File: config.mk
export PLATFORM = sky130hd
export DESIGN_NAME = mgac_div
export DESIGN_NICKNAME = d
export VERILOG_FILES = /design/src/hw/rtl/mgac_pkg.sv /design/src/hw/rtl/mgac_div.sv
export SDC_FILE = /design/constraint.sdc
export NUM_CORES = 1
export LEC_CHECK = 0
export BUFFER_PORTS_ARGS = -buffer_cell sky130_fd_sc_hd__buf_2
export CAP_MARGIN = 20
export CORE_MARGIN = 1
export CORE_UTILIZATION = 57
export DETAILED_ROUTE_END_ITERATION = 6
export PLACE_DENSITY_LB_ADDON = 0.2
export SYNTH_ARGS = -nofsm -noshare
export SYNTH_HDL_FRONTEND = slang
export SYNTH_SLANG_ARGS = --single-unit
File: constraint.sdc
create_clock -name clk -period 10.1 [get_ports clk]
set_input_delay 1.01 -clock clk [delete_from_list [all_inputs] [get_ports clk]]
set_output_delay 1.01 -clock clk [all_outputs]
set_load 0.01 [all_outputs]
File: src/hw/rtl/mgac_pkg.sv
package mgac_pkg;

  localparam int BW       = 48;
  localparam int DOMAINS  = 8;
  localparam int OWNERS   = 16;
  localparam int TICKETS  = 16;
  localparam int DOM_W    = 3;
  localparam int OWN_W    = 4;
  localparam int SLOT_W   = 4;
  localparam int DIV_W    = 16;
  localparam int IN_W     = 168;
  localparam int OUT_W    = 232;

  localparam logic [BW-1:0]    BMAX     = '1;

  // command codes
  localparam logic [2:0] CMD_UPDATE  = 3'd0;
  localparam logic [2:0] CMD_RESERVE = 3'd1;
  localparam logic [2:0] CMD_COMMIT  = 3'd2;
  localparam logic [2:0] CMD_CANCEL  = 3'd3;
  localparam logic [2:0] CMD_ALLOC   = 3'd4;
  localparam logic [2:0] CMD_RELEASE = 3'd5;

  // config register indexes
  localparam logic [1:0] REG_MIN_GROWTH = 2'd0;
  localparam logic [1:0] REG_MAX_GROWTH = 2'd1;
  localparam logic [1:0] REG_DIVISOR    = 2'd2;

  // per-domain record kept in one memory word
  typedef struct packed {
    logic [BW-1:0] usage;
    logic [BW-1:0] budget;
    logic          estimated;
    logic [BW-1:0] allowance;
    logic [BW-1:0] reserved;
    logic [BW-1:0] committed;
    logic          pressure;
    logic [31:0]   generation;
  } dom_rec_t;

  // ticket slot entry
  typedef struct packed {
    logic [OWN_W-1:0] owner;
    logic [DOM_W-1:0] domain;
    logic [BW-1:0]    bytes;
  } slot_rec_t;

  // owner committed entry, tagged with the domain generation
  typedef struct packed {
    logic [31:0]   tag;
    logic [BW-1:0] bytes;
  } own_rec_t;

  function automatic logic [BW-1:0] sat_add(input logic [BW-1:0] a, input logic [BW-1:0] b);
    logic [BW:0] s;
    s = {1'b0, a} + {1'b0, b};
    return s[BW] ? BMAX : s[BW-1:0];
  endfunction

  function automatic logic [BW-1:0] clamp_sub(input logic [BW-1:0] a, input logic [BW-1:0] b);
    return (b < a) ? a - b : '0;
  endfunction

endpackage

File: src/hw/rtl/mgac_div.sv
module mgac_div (
  input  logic                       clk,
  input  logic                       rst,
  input  logic                       start,
  input  logic [mgac_pkg::BW-1:0]    dividend,
  input  logic [mgac_pkg::DIV_W-1:0] divisor,
  output logic                       done,
  output logic [mgac_pkg::BW-1:0]    quotient
);

  logic                       busy;
  logic [5:0]                 cnt;
  logic [mgac_pkg::DIV_W-1:0] dsr;
  logic [mgac_pkg::DIV_W:0]   rem;
  logic [mgac_pkg::DIV_W:0]   trial;
  logic                       ge;

  // one quotient bit per cycle
  assign trial = {rem[mgac_pkg::DIV_W-1:0], quotient[mgac_pkg::BW-1]};
  assign ge    = trial >= {1'b0, dsr};

  always_ff @(posedge clk) begin
    if (rst) begin
      busy <= 1'b0;
      done <= 1'b0;
      cnt  <= '0;
    end else begin
      done <= 1'b0;
      if (start) begin
        busy     <= 1'b1;
        cnt      <= '0;
        dsr      <= divisor;
        rem      <= '0;
        quotient <= dividend;
      end else if (busy) begin
        rem      <= ge ? trial - {1'b0, dsr} : trial;
        quotient <= {quotient[mgac_pkg::BW-2:0], ge};
        cnt      <= cnt + 6'd1;
        if (cnt == 6'(mgac_pkg::BW - 1)) begin
          busy <= 1'b0;
          done <= 1'b1;
        end
      end
    end
  end

endmodule

==> results.py <==
metrics = {
    "worst_setup_path": {
        "crit_slowest_cell": "buf_4",
        "crit_fanout": 66,
        "crit_path_end_kind": "flop",
        "critical-path-max-stage-delay_ps": 610,
        "timing.rr.start": "quotient[47]",
        "cp.required_ps": 10070,
        "critPathLaunchType": "primary input",
        "critical_path_class": "primary input to flop",
        "cp.arrival_ps": 2920,
        "r2r_setup_slack_ps": 7260,
        "path_cells": "buf_2 > buf_4 > nor2_1 > nor2_4 > buf_4",
        "r2r_end": "rem[12]",
        "r2r.worst_path.cells": 10,
        "worst_path_most_repeated_cell": "buf_4",
    },
    "synth": {
        "post-synth-top-count-cell": "edfxtp_1",
        "yosysWarnings": 0,
        "syn_inst": 342,
        "synth-async-reset-ratio_pct": 0,
        "synth_nets": 427,
        "synth_edf_count": 80,
        "yosysSeqAreaShare_pct": 57.32,
        "synth.area.top_cells": "edfxtp_1, mux2_2, ha_1",
        "synthTopCellsByCount": "edfxtp_1, mux2_2, nor2_1, inv_1, ha_1",
        "synth_top_area_share_pct": 53.74,
        "yosysTopAreaCell": "edfxtp_1",
        "ys_seq_elements": 88,
        "syn_area_um2": 4471,
        "yosysUniqueCellTypes": 50,
        "syn_avg_cell_area_um2": 13.07,
        "ys.flop_type": "edfxtp_1",
    },
    "finish": {
        "n_antenna_cell": 0,
        "fillers": 564,
        "final_nets": 543,
        "fin_cells": 562,
        "syn_to_final_growth_pct": 19.09,
        "drive_gt1_share_pct": 41.68,
    },
    "clock_tree": {
        "cts_tree": "yes",
        "clk_latency_ps": 340,
        "htree_levels": 3,
        "post_cts_buffers": 0,
        "clock-sinks": 88,
        "holdBufCountCts": 0,
        "root_buffer": "clkbuf_8",
        "cts_buffers": 9,
        "clk_pin_slew_worst_paths_ps": 80,
        "ctsResizeCount": 0,
        "cts_buffer_depth": 2,
    },
    "power_and_ir_drop": {
        "p_int_mw": 0.6405,
        "switching_share_pct": 28.61,
        "power_frac_comb_pct": 23.6,
        "p_per_area_nw_per_um2": 168.5,
        "p_switching_mw": 0.2567,
        "seq_power_share_pct": 49.6,
        "vdd_drop_max_mv": 0.09350,
        "p_leak_nw": 2.182,
        "power_frac_clock_pct": 26.8,
    },
    "floorplan": {
        "die-height_um": 90.56,
        "io_pins": 116,
        "initial_core_util_pct": 60.34,
        "core_um2": 7408,
        "rows": 31,
        "dieArea_um2": 8201,
        "fp.dieW_um": 90.56,
    },
    "sta": {
        "fmax_mhz": 340.1,
        "setup_viol": 0,
        "fin_skew_ps": 11.07,
        "hold_viol_final": 0,
        "grt_setup_unrepaired": "no",
        "tightest_slew_ps": 788.3,
        "totalNegativeSetupSlack_ps": 0,
        "slew-limit-headroom_pct": 47.45,
        "min_period_ps": 2941,
        "slew_violations": 0,
        "min_period_over_period_pct": 29.12,
    },
    "placed_design": {
        "portBuffers": 115,
        "place.gp.congestion": 0.8539,
        "hpwl_um": 6433,
        "post-place-cells": 546,
    },
    "grt": {
        "grt_usage_pct": 22.65,
        "antenna_found_initial": 1,
        "grt_pass1_vias": 3073,
        "grt_max_degree": 67,
        "grt_pass1_wl_um": 14660,
        "gr-total-overflow": 0,
    },
    "run_status": {
        "status": "finished, final reports clean",
    },
    "detailed_routing": {
        "dr.pass1.iters": 4,
        "route.final.wire_length_um": 9013,
        "wl_per_cell_um": 16.04,
        "drt_drc_violations_left": 0,
        "viasPerCell": 5.575,
        "num_vias": 3133,
        "antenna_left": 0,
        "drtIter0Drc": 192,
    },
    "hold_path": {
        "hold_end": "cnt[5]",
        "hold_path.class": "flop to flop",
        "holdPathStages": 2,
        "min_from": "cnt[5]",
    },
    "job": {
        "max_cap_viol_count": 0,
    },
}
[critical path: cells and delay by family]
family / cells / cell delay (ps)
buffers and inverters: 3 / 1300
AND/OR/NAND/NOR: 2 / 570
[through the flow]
step,setup slack (ps),hold slack [ps],area (um2),power (mW),util (%)
finish,7159,506.6,5324,0.8972,71.86
global route,7010,538.5,5324,0.9389,71.86
CTS,7136,499.8,5324,0.8998,71.86
detailed placement,6786,484.3,5129,0.6606,69.23
global placement,6820,474.6,5129,0.6549,69.23
floorplan,5550,458.4,4471,0.6098,-
[how the worst max path moves through the flow]
stage                     start      endpoint  slack, ps  cells past startpoint
after CTS                 start        rem[1]       7140                      5
after global routing      start        rem[1]       7010                      5
final                     start  quotient[46]       7160                      5
after global placement    start  quotient[38]       6820                      5
after floorplan           start   quotient[0]       5550                      3
after detailed placement  start  quotient[36]       6790                      5
[state kept, by name, indices dropped and copies added, names as in the netlist]
signal    count
busy          1
cnt           6
done          1
dsr          16
quotient     48
rem          16
[metal layers]
| metal | vias up | routed length [um] | global-route usage, % |
|---|---|---|---|
| li1 | 1518 | - | - |
| met3 | 14 | 491 | 4.882 |
| met2 | 109 | 4412 | 36.68 |
| met4 | 0 | 131 | 6.720 |
| met1 | 1492 | 3977 | 30.73 |
| met5 | - | 0 | 0 |
[final cells by class]
| class | count | area (um2) | share of cell area (%) |
|---|---|---|---|
| repair buffers | 118 | 598.1 | 11.23 |
| clock inverters | 6 | 67.56 | 1.269 |
| multi-input cells | 219 | 1762 | 33.09 |
| well taps | 99 | 123.9 | 2.327 |
| flip-flops and latches | 88 | 2562 | 48.13 |
| inverters | 22 | 82.58 | 1.551 |
| clock buffers | 10 | 127.6 | 2.397 |
[power groups by stage]
stage / combinational (mW) / clock (mW) / sequential, mW
after floorplan: 0.153 / 0 / 0.457
after global placement: 0.203 / 0 / 0.452
after detailed placement: 0.208 / 0 / 0.453
after CTS: 0.210 / 0.244 / 0.445
after global routing: 0.232 / 0.259 / 0.448
final: 0.211 / 0.241 / 0.445
[logic make-up (layout without fill, tap and decap cells)]
family	after synthesis	after routing	synth area share (%)
AO/OA/AOI/OAI	61	61	9.880
XOR/XNOR	12	12	2.351
adder cells (fa/ha/maj)	18	18	5.206
buffers and inverters	35	156	3.442
flip-flops	88	88	57.32
multiplexers	56	56	13.97
AND/OR/NAND/NOR	72	72	7.837
[cell usage in the layout (no fill, tap or decap), types with 3 or more instances in the layout]
cell      netlist  routed
buf_2           0     115
a31o_2          3       3
o31ai_1         4       4
a211o_1         3       3
xor2_1          5       5
o21a_1          4       4
o21ai_0        10      10
buf_4           0       3
clkbuf_8        0       9
nand3_1         5       5
a211oi_2        4       4
nand2_1         9       9
mux2_2         47      47
inv_1          22      22
or3_1           3       3
edfxtp_1       80      80
mux2i_1         8       8
a21oi_1        15      15
ha_1           17      17
dfxtp_1         8       8
nand4_1         5       5
nor2_1         35      34
xnor2_1         7       7
Note: power is estimated with default switching activity, not from simulation.
